### src/hdl/tpc_pkg.sv
// Package of shared transaction types, field widths and controller states.
package tpc_pkg;

   localparam int COORD_W = 12;
   localparam int DET_W   = 26;
   localparam int COEF_W  = 48;

   typedef struct packed {
      logic [1:0]         pair_index;
      logic [COORD_W-1:0] lcd_x;
      logic [COORD_W-1:0] lcd_y;
      logic [COORD_W-1:0] touch_x;
      logic [COORD_W-1:0] touch_y;
   } req_type;

   typedef struct packed {
      logic signed [DET_W-1:0]  determinant;
      logic signed [COEF_W-1:0] x_gain_from_tx;
      logic signed [COEF_W-1:0] x_gain_from_ty;
      logic signed [COEF_W-1:0] x_offset;
      logic signed [COEF_W-1:0] y_gain_from_tx;
      logic signed [COEF_W-1:0] y_gain_from_ty;
      logic signed [COEF_W-1:0] y_offset;
      logic                     degenerate;
   } rsp_type;

   typedef enum logic [2:0] {
      ST_IDLE,
      ST_MSTART,
      ST_MWAIT,
      ST_DSTART,
      ST_DWAIT,
      ST_OUT
   } state_type;

endpackage

### src/hdl/touch_three_point_calibration.sv
// Three-point touch calibration: pair store, serial arithmetic sequencer and result register.
//
// Pairs 0 and 1 are stored when accepted. Pair 2 is stored and starts the solve, which runs
// on one shared bit-serial multiplier and one restoring divider: 16 products, then six
// divisions, one for each coefficient (a degenerate set of points finishes after the first
// two products). The block takes no new transaction during the solve; a finished result waits
// in the output register while pairs for the next calibration are already accepted.
module touch_three_point_calibration
   import tpc_pkg::*;
#(
   parameter int COORD_BITS = 12,
   parameter int FRAC_BITS  = 16
) (
   input  logic    clock,
   input  logic    reset,
   input  logic    req_valid,
   output logic    req_ready,
   input  req_type req_data,
   output logic    rsp_valid,
   input  logic    rsp_ready,
   output rsp_type rsp_data
);

   localparam int CB   = COORD_BITS;
   localparam int BW   = CB + 1;
   localparam int AW   = 2 * CB + 3;
   localparam int PW   = AW + BW;
   localparam int NW   = 3 * CB + 5;
   localparam int QW   = NW + FRAC_BITS;
   localparam int CW   = (QW > COEF_W + 1) ? QW : COEF_W + 1;
   localparam logic [CW-1:0] LIM = CW'(1) << (COEF_W - 1);

   state_type state_ff, state_in;

   logic [CB-1:0] lx_ff [3];
   logic [CB-1:0] ly_ff [3];
   logic [CB-1:0] tx_ff [3];
   logic [CB-1:0] ty_ff [3];

   logic [3:0]           step_ff;
   logic [2:0]           div_cnt_ff;
   logic signed [NW-1:0] acc_ff;
   logic signed [AW-1:0] det_ff;
   logic signed [NW-1:0] num_ff [6];
   logic [COEF_W-1:0]    coef_ff [6];
   logic                 degen_ff;
   logic                 neg_ff;
   logic                 rsp_valid_ff;
   rsp_type              rsp_ff;

   logic                 accept;
   logic                 mul_start, mul_done;
   logic signed [AW-1:0] op_a;
   logic signed [BW-1:0] op_b;
   logic                 op_sub, op_last;
   logic signed [PW-1:0] product;
   logic signed [NW-1:0] acc_next;
   logic                 div_start, div_done;
   logic [QW-1:0]        quotient;
   logic [NW-1:0]        num_mag;
   logic [AW-1:0]        det_mag;
   logic [CW-1:0]        q_ext, q_sat;
   logic [COEF_W-1:0]    coef_new;
   logic [CB-1:0]        l0, l1, l2;
   logic signed [BW-1:0] dx0, dx1, dy0, dy1, dl0, dl1;
   logic signed [63:0]   det_wide;

   function automatic logic signed [BW-1:0] diff(input logic [CB-1:0] p, input logic [CB-1:0] q);
      diff = $signed({1'b0, p}) - $signed({1'b0, q});
   endfunction

   assign accept = req_valid && req_ready;

   // operand differences; lcd axis follows the step
   always_comb begin
      l0  = (step_ff >= 4'd9) ? ly_ff[0] : lx_ff[0];
      l1  = (step_ff >= 4'd9) ? ly_ff[1] : lx_ff[1];
      l2  = (step_ff >= 4'd9) ? ly_ff[2] : lx_ff[2];
      dx0 = diff(tx_ff[0], tx_ff[2]);
      dx1 = diff(tx_ff[1], tx_ff[2]);
      dy0 = diff(ty_ff[0], ty_ff[2]);
      dy1 = diff(ty_ff[1], ty_ff[2]);
      dl0 = diff(l0, l2);
      dl1 = diff(l1, l2);
   end

   // product schedule: determinant, then gain, gain, offset for each axis
   always_comb begin
      op_a    = AW'(dx0);
      op_b    = dy1;
      op_sub  = 1'b0;
      op_last = 1'b0;
      case (step_ff)
         4'd0: begin
            op_a = AW'(dx0); op_b = dy1;
         end
         4'd1: begin
            op_a = AW'(dx1); op_b = dy0; op_sub = 1'b1; op_last = 1'b1;
         end
         4'd2, 4'd9: begin
            op_a = AW'(dl0); op_b = dy1;
         end
         4'd3, 4'd10: begin
            op_a = AW'(dl1); op_b = dy0; op_sub = 1'b1; op_last = 1'b1;
         end
         4'd4, 4'd11: begin
            op_a = AW'(dx0); op_b = dl1;
         end
         4'd5, 4'd12: begin
            op_a = AW'(dl0); op_b = dx1; op_sub = 1'b1; op_last = 1'b1;
         end
         4'd6, 4'd13: begin
            op_a = det_ff; op_b = $signed({1'b0, l0});
         end
         4'd7, 4'd14: begin
            op_a = num_ff[1][AW-1:0]; op_b = $signed({1'b0, tx_ff[0]}); op_sub = 1'b1;
         end
         4'd8, 4'd15: begin
            op_a = num_ff[0][AW-1:0]; op_b = $signed({1'b0, ty_ff[0]}); op_sub = 1'b1;
            op_last = 1'b1;
         end
         default: begin
            op_a = AW'(dx0);
         end
      endcase
   end

   tpc_serial_mult #(.AW(AW), .BW(BW)) u_mult (
      .clock   (clock),
      .reset   (reset),
      .start   (mul_start),
      .a       (op_a),
      .b       (op_b),
      .done    (mul_done),
      .product (product)
   );

   // divider operands and saturation of the quotient
   always_comb begin
      num_mag  = num_ff[5][NW-1] ? NW'(-num_ff[5]) : NW'(num_ff[5]);
      det_mag  = det_ff[AW-1] ? AW'(-det_ff) : AW'(det_ff);
      acc_next = op_sub ? acc_ff - NW'(product) : acc_ff + NW'(product);
      q_ext    = CW'(quotient);
      if (neg_ff) begin
         q_sat    = (q_ext > LIM) ? LIM : q_ext;
         q_sat    = CW'(-q_sat);
      end else begin
         q_sat    = (q_ext > LIM - 1'b1) ? LIM - 1'b1 : q_ext;
      end
      coef_new = q_sat[COEF_W-1:0];
   end

   tpc_serial_div #(.QW(QW), .DW(AW)) u_div (
      .clock    (clock),
      .reset    (reset),
      .start    (div_start),
      .dividend ({num_mag, {FRAC_BITS{1'b0}}}),
      .divisor  (det_mag),
      .done     (div_done),
      .quotient (quotient)
   );

   // sequencer next state and strobes
   always_comb begin
      state_in  = state_ff;
      req_ready = (state_ff == ST_IDLE);
      mul_start = 1'b0;
      div_start = 1'b0;
      case (state_ff)
         ST_IDLE: begin
            if (accept && req_data.pair_index == 2'd2) state_in = ST_MSTART;
         end
         ST_MSTART: begin
            mul_start = 1'b1;
            state_in  = ST_MWAIT;
         end
         ST_MWAIT: begin
            if (mul_done) begin
               if (step_ff == 4'd1 && acc_next == '0) state_in = ST_OUT;
               else if (step_ff == 4'd15) state_in = ST_DSTART;
               else state_in = ST_MSTART;
            end
         end
         ST_DSTART: begin
            div_start = 1'b1;
            state_in  = ST_DWAIT;
         end
         ST_DWAIT: begin
            if (div_done) state_in = (div_cnt_ff == 3'd5) ? ST_OUT : ST_DSTART;
         end
         ST_OUT: begin
            if (!rsp_valid_ff) state_in = ST_IDLE;
         end
         default: begin
            state_in = ST_IDLE;
         end
      endcase
   end

   always_ff @(posedge clock) begin
      if (reset) state_ff <= ST_IDLE;
      else state_ff <= state_in;
   end

   // store the pair; index 3 is dropped
   always_ff @(posedge clock) begin
      if (accept && req_data.pair_index != 2'd3) begin
         lx_ff[req_data.pair_index] <= CB'(req_data.lcd_x);
         ly_ff[req_data.pair_index] <= CB'(req_data.lcd_y);
         tx_ff[req_data.pair_index] <= CB'(req_data.touch_x);
         ty_ff[req_data.pair_index] <= CB'(req_data.touch_y);
      end
   end

   // accumulate products, push numerators, collect coefficients
   always_ff @(posedge clock) begin
      if (reset) begin
         step_ff    <= '0;
         div_cnt_ff <= '0;
      end else begin
         if (state_ff == ST_IDLE) begin
            step_ff <= '0;
            acc_ff  <= '0;
         end
         if (state_ff == ST_MWAIT && mul_done) begin
            step_ff <= step_ff + 1'b1;
            acc_ff  <= op_last ? '0 : acc_next;
            if (step_ff == 4'd1) begin
               det_ff   <= acc_next[AW-1:0];
               degen_ff <= (acc_next == '0);
               if (acc_next == '0) begin
                  for (int i = 0; i < 6; i++) coef_ff[i] <= '0;
               end
            end else if (op_last) begin
               num_ff[0] <= acc_next;
               for (int i = 1; i < 6; i++) num_ff[i] <= num_ff[i-1];
            end
            div_cnt_ff <= '0;
         end
         if (state_ff == ST_DSTART) begin
            neg_ff <= num_ff[5][NW-1] ^ det_ff[AW-1];
         end
         if (state_ff == ST_DWAIT && div_done) begin
            div_cnt_ff <= div_cnt_ff + 1'b1;
            num_ff[0]  <= num_ff[5];
            coef_ff[0] <= coef_new;
            for (int i = 1; i < 6; i++) begin
               num_ff[i]  <= num_ff[i-1];
               coef_ff[i] <= coef_ff[i-1];
            end
         end
      end
   end

   assign det_wide = 64'(det_ff);

   // hold the result until the consumer takes it
   always_ff @(posedge clock) begin
      if (reset) begin
         rsp_valid_ff <= 1'b0;
      end else begin
         if (rsp_valid_ff && rsp_ready) rsp_valid_ff <= 1'b0;
         if (state_ff == ST_OUT && !rsp_valid_ff) begin
            rsp_valid_ff          <= 1'b1;
            rsp_ff.determinant    <= det_wide[DET_W-1:0];
            rsp_ff.x_gain_from_tx <= coef_ff[5];
            rsp_ff.x_gain_from_ty <= coef_ff[4];
            rsp_ff.x_offset       <= coef_ff[3];
            rsp_ff.y_gain_from_tx <= coef_ff[2];
            rsp_ff.y_gain_from_ty <= coef_ff[1];
            rsp_ff.y_offset       <= coef_ff[0];
            rsp_ff.degenerate     <= degen_ff;
         end
      end
   end

   assign rsp_valid = rsp_valid_ff;
   assign rsp_data  = rsp_ff;

   // a degenerate result carries zero coefficients
   a_degen_zero: assert property (@(posedge clock) disable iff (reset)
      (rsp_valid_ff && rsp_ff.degenerate) |->
         (rsp_ff.x_gain_from_tx == '0 && rsp_ff.x_offset == '0 && rsp_ff.y_offset == '0))
      else $error("degenerate result with nonzero coefficients");

   // dividing only happens with a nonzero determinant
   a_div_det: assert property (@(posedge clock) disable iff (reset)
      (state_ff == ST_DSTART) |-> (det_ff != '0))
      else $error("division started with zero determinant");

   // divider completion only while the sequencer waits for it
   a_div_done: assert property (@(posedge clock) disable iff (reset)
      div_done |-> (state_ff == ST_DWAIT))
      else $error("unexpected divider completion");

endmodule

### src/hdl/tpc_serial_mult.sv
// Bit-serial signed shift-add multiplier, one multiplier bit per cycle.
module tpc_serial_mult #(
   parameter int AW = 27,
   parameter int BW = 13
) (
   input  logic                 clock,
   input  logic                 reset,
   input  logic                 start,
   input  logic signed [AW-1:0] a,
   input  logic signed [BW-1:0] b,
   output logic                 done,
   output logic signed [AW+BW-1:0] product
);

   localparam int PW = AW + BW;
   localparam int CNTW = $clog2(BW);

   logic                 busy_ff;
   logic                 done_ff;
   logic [CNTW-1:0]      cnt_ff;
   logic signed [PW-1:0] a_sh_ff;
   logic [BW-1:0]        b_sh_ff;
   logic signed [PW-1:0] prod_ff;
   logic signed [PW-1:0] term;
   logic                 last;

   // select the partial product; the sign bit of b has negative weight
   always_comb begin
      term = b_sh_ff[0] ? a_sh_ff : '0;
      last = (cnt_ff == CNTW'(BW - 1));
   end

   // control
   always_ff @(posedge clock) begin
      if (reset) begin
         busy_ff <= 1'b0;
         done_ff <= 1'b0;
         cnt_ff  <= '0;
      end else begin
         done_ff <= 1'b0;
         if (start) begin
            busy_ff <= 1'b1;
            cnt_ff  <= '0;
         end else if (busy_ff) begin
            cnt_ff <= cnt_ff + 1'b1;
            if (last) begin
               busy_ff <= 1'b0;
               done_ff <= 1'b1;
            end
         end
      end
   end

   // datapath: shift operands, accumulate one bit per cycle
   always_ff @(posedge clock) begin
      if (start) begin
         a_sh_ff <= PW'(a);
         b_sh_ff <= b;
         prod_ff <= '0;
      end else if (busy_ff) begin
         a_sh_ff <= a_sh_ff <<< 1;
         b_sh_ff <= b_sh_ff >> 1;
         prod_ff <= last ? prod_ff - term : prod_ff + term;
      end
   end

   assign done    = done_ff;
   assign product = prod_ff;

endmodule

### src/hdl/tpc_serial_div.sv
// Restoring unsigned divider, one quotient bit per cycle.
module tpc_serial_div #(
   parameter int QW = 57,
   parameter int DW = 27
) (
   input  logic          clock,
   input  logic          reset,
   input  logic          start,
   input  logic [QW-1:0] dividend,
   input  logic [DW-1:0] divisor,
   output logic          done,
   output logic [QW-1:0] quotient
);

   localparam int CNTW = $clog2(QW);

   logic            busy_ff;
   logic            done_ff;
   logic [CNTW-1:0] cnt_ff;
   logic [QW-1:0]   dvd_ff;
   logic [DW-1:0]   den_ff;
   logic [DW-1:0]   rem_ff;
   logic [DW:0]     trial;
   logic            fits;

   // trial subtract of the shifted remainder
   always_comb begin
      trial = {rem_ff, dvd_ff[QW-1]};
      fits  = (trial >= {1'b0, den_ff});
   end

   // control
   always_ff @(posedge clock) begin
      if (reset) begin
         busy_ff <= 1'b0;
         done_ff <= 1'b0;
         cnt_ff  <= '0;
      end else begin
         done_ff <= 1'b0;
         if (start) begin
            busy_ff <= 1'b1;
            cnt_ff  <= '0;
         end else if (busy_ff) begin
            cnt_ff <= cnt_ff + 1'b1;
            if (cnt_ff == CNTW'(QW - 1)) begin
               busy_ff <= 1'b0;
               done_ff <= 1'b1;
            end
         end
      end
   end

   // shift dividend out and quotient bits in
   always_ff @(posedge clock) begin
      if (start) begin
         dvd_ff <= dividend;
         den_ff <= divisor;
         rem_ff <= '0;
      end else if (busy_ff) begin
         dvd_ff <= {dvd_ff[QW-2:0], fits};
         rem_ff <= fits ? DW'(trial - {1'b0, den_ff}) : trial[DW-1:0];
      end
   end

   assign done     = done_ff;
   assign quotient = dvd_ff;

endmodule
### config.mk
export PLATFORM = sky130hd
export DESIGN_NAME = touch_three_point_calibration
export DESIGN_NICKNAME = d
export VERILOG_FILES = /design/src/hdl/tpc_pkg.sv /design/src/hdl/touch_three_point_calibration.sv /design/src/hdl/tpc_serial_mult.sv /design/src/hdl/tpc_serial_div.sv
export SDC_FILE = /design/constraint.sdc
export NUM_CORES = 2
export LEC_CHECK = 0
export BUFFER_PORTS_ARGS = -buffer_cell sky130_fd_sc_hd__buf_2
export CAP_MARGIN = 15
export CORE_ASPECT_RATIO = 0.5
export CORE_MARGIN = 8
export CORE_UTILIZATION = 61
export DETAILED_ROUTE_END_ITERATION = 7
export PLACE_DENSITY = 0.86
export SKIP_LAST_GASP = 1
export SYNTH_ARGS = -nofsm -noshare
export SYNTH_HDL_FRONTEND = slang
export SYNTH_SLANG_ARGS = --single-unit
### constraint.sdc
create_clock -name clock -period 20.2 [get_ports clock]
set_input_delay 1.01 -clock clock [delete_from_list [all_inputs] [get_ports clock]]
set_output_delay 1.01 -clock clock [all_outputs]
set_load 0.01 [all_outputs]
-- Word-level counts from Yosys, hierarchy flattened
Memory sizes are Yosys's and may differ from the RTL's. A register that Yosys moved wholly into a read port is not among the register bits.
Index checks and enable logic that the tools add are counted.
- register bits: 566
- memory bits (writable): 678
- input port bits: 54
- output and inout port bits: 317
- logic and storage cells: 216
- memories kept: 6
- $add $sub $neg: 18
- order comparisons: 4
- equality and inequality tests: 29
- multiplexer cells: 76
- bitwise logic cells: 16
- reductions and logical operators: 38
- memory list (memory ; depth ; width ; read ports ; clocked after memory_dff ; write ports ; RTL line ; RTL):
    coef_ff ; 6 ; 48 ; 6 ; 1 ; 6 ; touch_three_point_calibration.sv:45 ; logic [COEF_W-1:0] coef_ff [6];
    num_ff ; 6 ; 41 ; 6 ; 0 ; 6 ; touch_three_point_calibration.sv:44 ; logic signed [NW-1:0] num_ff [6];
    lx_ff ; 3 ; 12 ; 3 ; 0 ; 1 ; touch_three_point_calibration.sv:35 ; logic [CB-1:0] lx_ff [3];
    ly_ff ; 3 ; 12 ; 3 ; 0 ; 1 ; touch_three_point_calibration.sv:36 ; logic [CB-1:0] ly_ff [3];
    tx_ff ; 3 ; 12 ; 3 ; 0 ; 1 ; touch_three_point_calibration.sv:37 ; logic [CB-1:0] tx_ff [3];
    ty_ff ; 3 ; 12 ; 3 ; 0 ; 1 ; touch_three_point_calibration.sv:38 ; logic [CB-1:0] ty_ff [3];
- operators with widths (operator ; count):
    $mux W41 ; 11
    $mux W48 ; 9
    $pmux W27 S7 ; 1
    $mux W40 ; 4
    $mux W57 ; 2
    $pmux W13 S7 ; 1
    $sub A12 B12 Y13 ; 6
    $gt A57 B47 Y1 const B ; 1
    $gt A57 B48 Y1 const B ; 1
    $neg A48 Y48 ; 1
    $add A41 B40 Y41 ; 1
    $logic_not A41 Y1 ; 1
    $neg A41 Y41 ; 1
    $sub A41 B40 Y41 ; 1
    $add A40 B40 Y40 ; 1
    $sub A40 B40 Y40 ; 1
    $eq A4 B4 Y1 const B ; 9
    $mux W12 ; 3
    $mux W1 ; 29
    $ge A28 B27 Y1 ; 1
    $mux W27 ; 1
    $neg A27 Y27 ; 1
    $sub A27 B27 Y27 ; 1
    $mux W13 ; 2
    35 further kinds ; 91

-- Depth between registers and ports, before layout
- word-level depth: 11
- depth in mapped cells: 26
- depth with buffers taken out: 22

-- Cells and area by module
From an unflattened synthesis, not the netlist that was laid out.
- cell total of the unflattened synthesis: 4645
- area, all modules: 59387.0 um2
- by module, submodules not included (module ; instances ; cells each ; area an instance (um2) ; sequential area each (um2)):
    touch_three_point_calibration ; 1 ; 3277 ; 46044.2 ; 32140.8
    tpc_serial_mult ; 1 ; 819 ; 7066.8 ; 2512.4
    tpc_serial_div ; 1 ; 549 ; 6276.0 ; 3223.1

-- Worst setup path before layout
Ideal clock, no wire load.
- path type: reg2reg
- from: register step_ff[0]
- to: memory num_ff[0][0] in the netlist's numbering, enable pin
- library setup time: 0.934 ns
- arrival time: 13.289 ns
- data required time: 19.266 ns
- path slack: 5.977 ns
- stages on the path, launching flop included: 8
- buffers on the path: 1
- clock period less this slack: 14.223 ns
- path through: dfxtp_1 ha_1 clkbuf_1 nor3_1 nor3_1 or3_1 nand3_1 a21oi_1
- RTL lines (element ; RTL line ; RTL):
    from (decl) ; touch_three_point_calibration.sv:40 ; logic [3:0] step_ff;
    from (signal assigned) ; touch_three_point_calibration.sv:226 ; step_ff <= step_ff + 1'b1;
    to (decl) ; touch_three_point_calibration.sv:44 ;

==> run_results.csv <==
group,metric,value,unit
outcome,status,"finished, final reports clean",
critical_path,worst_setup_path_start_kind,"flop",
critical_path,path_max_fanout,89,
global_route,grt_pass1_vias,37950,
routing,drtPass1Iterations,7,
place,port_buffers,370,
global_route,gr-total-overflow,0,
yosys,synthMuxAreaShare,0.01893,
job,maxCapViolations,0,
hold_path,worstHoldPathType,"flop to flop",
floorplanning,die-height,235.1,um
floorplanning,core_area,95190,um^2
yosys,synth_most_common_cell,"edfxtp_1",
floorplanning,io_pins,371,
timing,finClkSkew,59.01,ps
timing,fmax,0.09831,GHz
cts,cts-resized-gates,0,
routing,postRouteAntennaNets,0,
critical_path,crit_type,"flop to flop",
power_and_ir_drop,power_density,100.9,nW/um^2
timing,period_needed,10170,ps
critical_path,cp.required,20530,ps
place,gp_congestion,0.9540,
yosys,ys_seq_elements,1292,
cts,cts.clk_slew.worst_paths,70,ps
yosys,yosysTopAreaCell,"edfxtp_1",
place,hpwlAfterDp,104.0,mm
floorplanning,rows,80,
cells_and_area,design_area,65380,um^2
yosys,yosys.area_share.simple,0.1190,
global_route,grt_max_degree,163,
floorplanning,die_area,106800,um^2
cts,cts_buffers,106,
routing,dr_total_vias,39580,
yosys,synthCells,4665,
yosys,synthesis.nets,4908,
cells_and_area,finalNetCount,5239,
timing,setup-tns-final,0,ps
cts,holdBufCountCts,0,
yosys,synthTopCellsByArea,"edfxtp_1, ha_1, dfxtp_1, and2_1, o21ai_0",
timing,rsz0062_at_grt,"no",
routing,drtIter0Drc,4727,
cells_and_area,drive_gt1_frac,0.1372,
power_and_ir_drop,total_power,6.594,mW
yosys,synthAdderAreaFrac,0.04142,
yosys,yosysSeqAreaShare,0.6442,
cells_and_area,n_fill_cell,6287,
cts,cts_buffer_depth,3,
cts,cts_tree,"done",
cells_and_area,seq_area,37720,um^2
routing,drt-total-wl,148.3,mm
yosys,ys_warn_count,0,
yosys,synth-main-ff-cell,"edfxtp_1",
timing,final_max_slew_viol_count,0,
global_route,grt_first_pass_wirelength,223.9,mm
power_and_ir_drop,p_leak,24.03,nW
routing,wl_per_cell,23.31,um
cts,htreeDepth,3,
routing,routed_via_density,6.223,
yosys,synth_compound_area_frac,0.1164,
yosys,syn_area_per_cell,12.55,um^2
global_route,grt_usage,0.2666,
yosys,synthesis.area,58550,um^2
critical_path,crit_arrival,10500,ps
yosys,synth_common_cells,"edfxtp_1, nor2_1, o21ai_0, a21oi_1, nand2_1",
cells_and_area,antennaDiodeCount,0,
yosys,async_reset_ff_frac,0,
floorplanning,die_w,454.1,um
routing,drc,0,
floorplanning,start_util,0.6151,
timing,hold_viol,0,
yosys,yosys.area_share.xor_xnor,0.03680,
global_route,antenna_found_initial,5,
timing,max_slew.worst_pin.slew,1302,ps
yosys,yosys.area.top_type_share,0.6073,
yosys,synth_edf_count,1184,
yosys,yosys.cell_types.count,84,
cells_and_area,multi_input_area,19600,um^2
place,postPlaceCellArea,61760,um^2
cts,root_buffer,"clkbuf_16",
yosys,synth_top_family_by_area,"simple AND/OR/NAND/NOR gates",
timing,setup_viol,0,
timing,slew_headroom,0.1323,
critical_path,end_kind,"flop",
cells_and_area,area_delta_synth_final,11.66,%
cts,cts.sinks,1292,
timing,worst_hold_slack,374.1,ps
cts,postCtsSetupBuffers,0,
cts,clk_latency,750,ps
power_and_ir_drop,ir_worst_vdd,0.09027,mV
timing,fin_crit_sh,0.5035,
-- registers in the layout (all words and copies together), names as in the netlist, 3 cells and up --
register / flops
rsp_data: 315
coef_ff: 288
num_ff: 246
u_div.quotient: 57
acc_ff: 41
u_mult.a_sh_ff: 40
u_mult.product: 40
lx_ff: 36
ly_ff: 36
tx_ff: 36
ty_ff: 36
det_ff: 27
u_div.den_ff: 27
u_div.rem_ff: 27
u_mult.b_sh_ff: 13
u_div.cnt_ff: 6
step_ff: 4
u_mult.cnt_ff: 4
div_cnt_ff: 3
state_ff: 3
-- power by group --
part	internal (mW)	total (mW)	switching (mW)
clock network	1.15	2.13	0.987
logic	0.509	1.37	0.857
registers	3.01	3.10	0.0884
total	4.66	6.59	1.93
-- through the flow --
step           instances    util  setup slack [ps]
2_1_floorplan       4665       -              5977
3_3_place_gp        6157  0.6487             10240
3_5_place_dp        6158  0.6488             10230
4_1_cts             6359  0.6866             10190
5_1_grt             6360  0.6868              9408
6_report            6360  0.6868             10030
-- worst max-delay path: stages, from the launching register on --
cell and delay (ps):
dfxtp_1 730, mux2_2 410, and2_1 320, or3_1 500, nor2_1 120, buf_4 280, o21ai_0 160, xor2_1 180
ha_1 390, a21o_1 230, a211o_1 310, or3_1 320, a211o_1 300, nand4_1 190, nand2_1 150, a2111oi_0 560
nor3_1 160, a2111oi_0 560, and3_1 300, a31o_4 660, buf_4 950, buf_4 930, buf_4 830
-- cell usage in the layout (no fill, tap or decap), drive strengths merged, types with 30 or more instances in the layout --
| master | count |
|---|---|
| nor2 | 367 |
| a21oi | 303 |
| clkbuf | 134 |
| a21o | 71 |
| or4 | 34 |
| and2 | 264 |
| edfxtp | 1184 |
| o21ai | 309 |
| mux2i | 68 |
| buf | 420 |
| nand3 | 87 |
| nand2b | 33 |
| nand2 | 299 |
| nor3 | 85 |
| xor2 | 117 |
| o31ai | 47 |
| mux2 | 38 |
| a31oi | 30 |
| ha | 181 |
| a211oi | 37 |
| clkinv | 45 |
| dfxtp | 108 |
| or3 | 46 |
| xnor2 | 126 |
| inv | 169 |
| or2 | 36 |
-- cell families (layout without fill, tap and decap cells) --
group / after synthesis / after routing
buf+inv: 362 / 786
mux: 106 / 106
fa+ha+maj: 189 / 189
flops: 1292 / 1292
simple gates: 1393 / 1393
xor+xnor: 243 / 243
compound gates: 1080 / 1080
-- path summary, 6_finish.rpt --
kind,start,endpoint,slack (ps),cells after the start
setup / recovery,step_ff[3]$_SDFFE_PP0N_,coef_ff[3][47]$_SDFFCE_PN0P_,10030,22
hold / removal,num_ff[0][98]$_DFFE_PP_,num_ff[0][139]$_DFFE_PP_,370,0
setup reg to reg,step_ff[3]$_SDFFE_PP0N_,coef_ff[3][47]$_SDFFCE_PN0P_,10030,22
hold reg to reg,num_ff[0][98]$_DFFE_PP_,num_ff[0][139]$_DFFE_PP_,370,0
-- routing by layer --
metal | vias up | global-route usage | part of all wire
li1 | 18020 | - | -
met5 | - | 0 | 0
met3 | 296 | 0.04236 | 0.089
met1 | 19200 | 0.3685 | 0.41
met4 | 0 | 0.08224 | 0.030
met2 | 2063 | 0.4373 | 0.47
-- area by class of cell --
class	instances	share of cell area
flip-flops and latches	1292	0.5770
multi-input cells	3011	0.2998
clock buffers	134	0.04310
repair buffers	420	0.03451
well taps	1271	0.02433
clock inverters	67	0.01185
inverters	165	0.009474
Note: power is estimated with default switching activity, not from simulation.
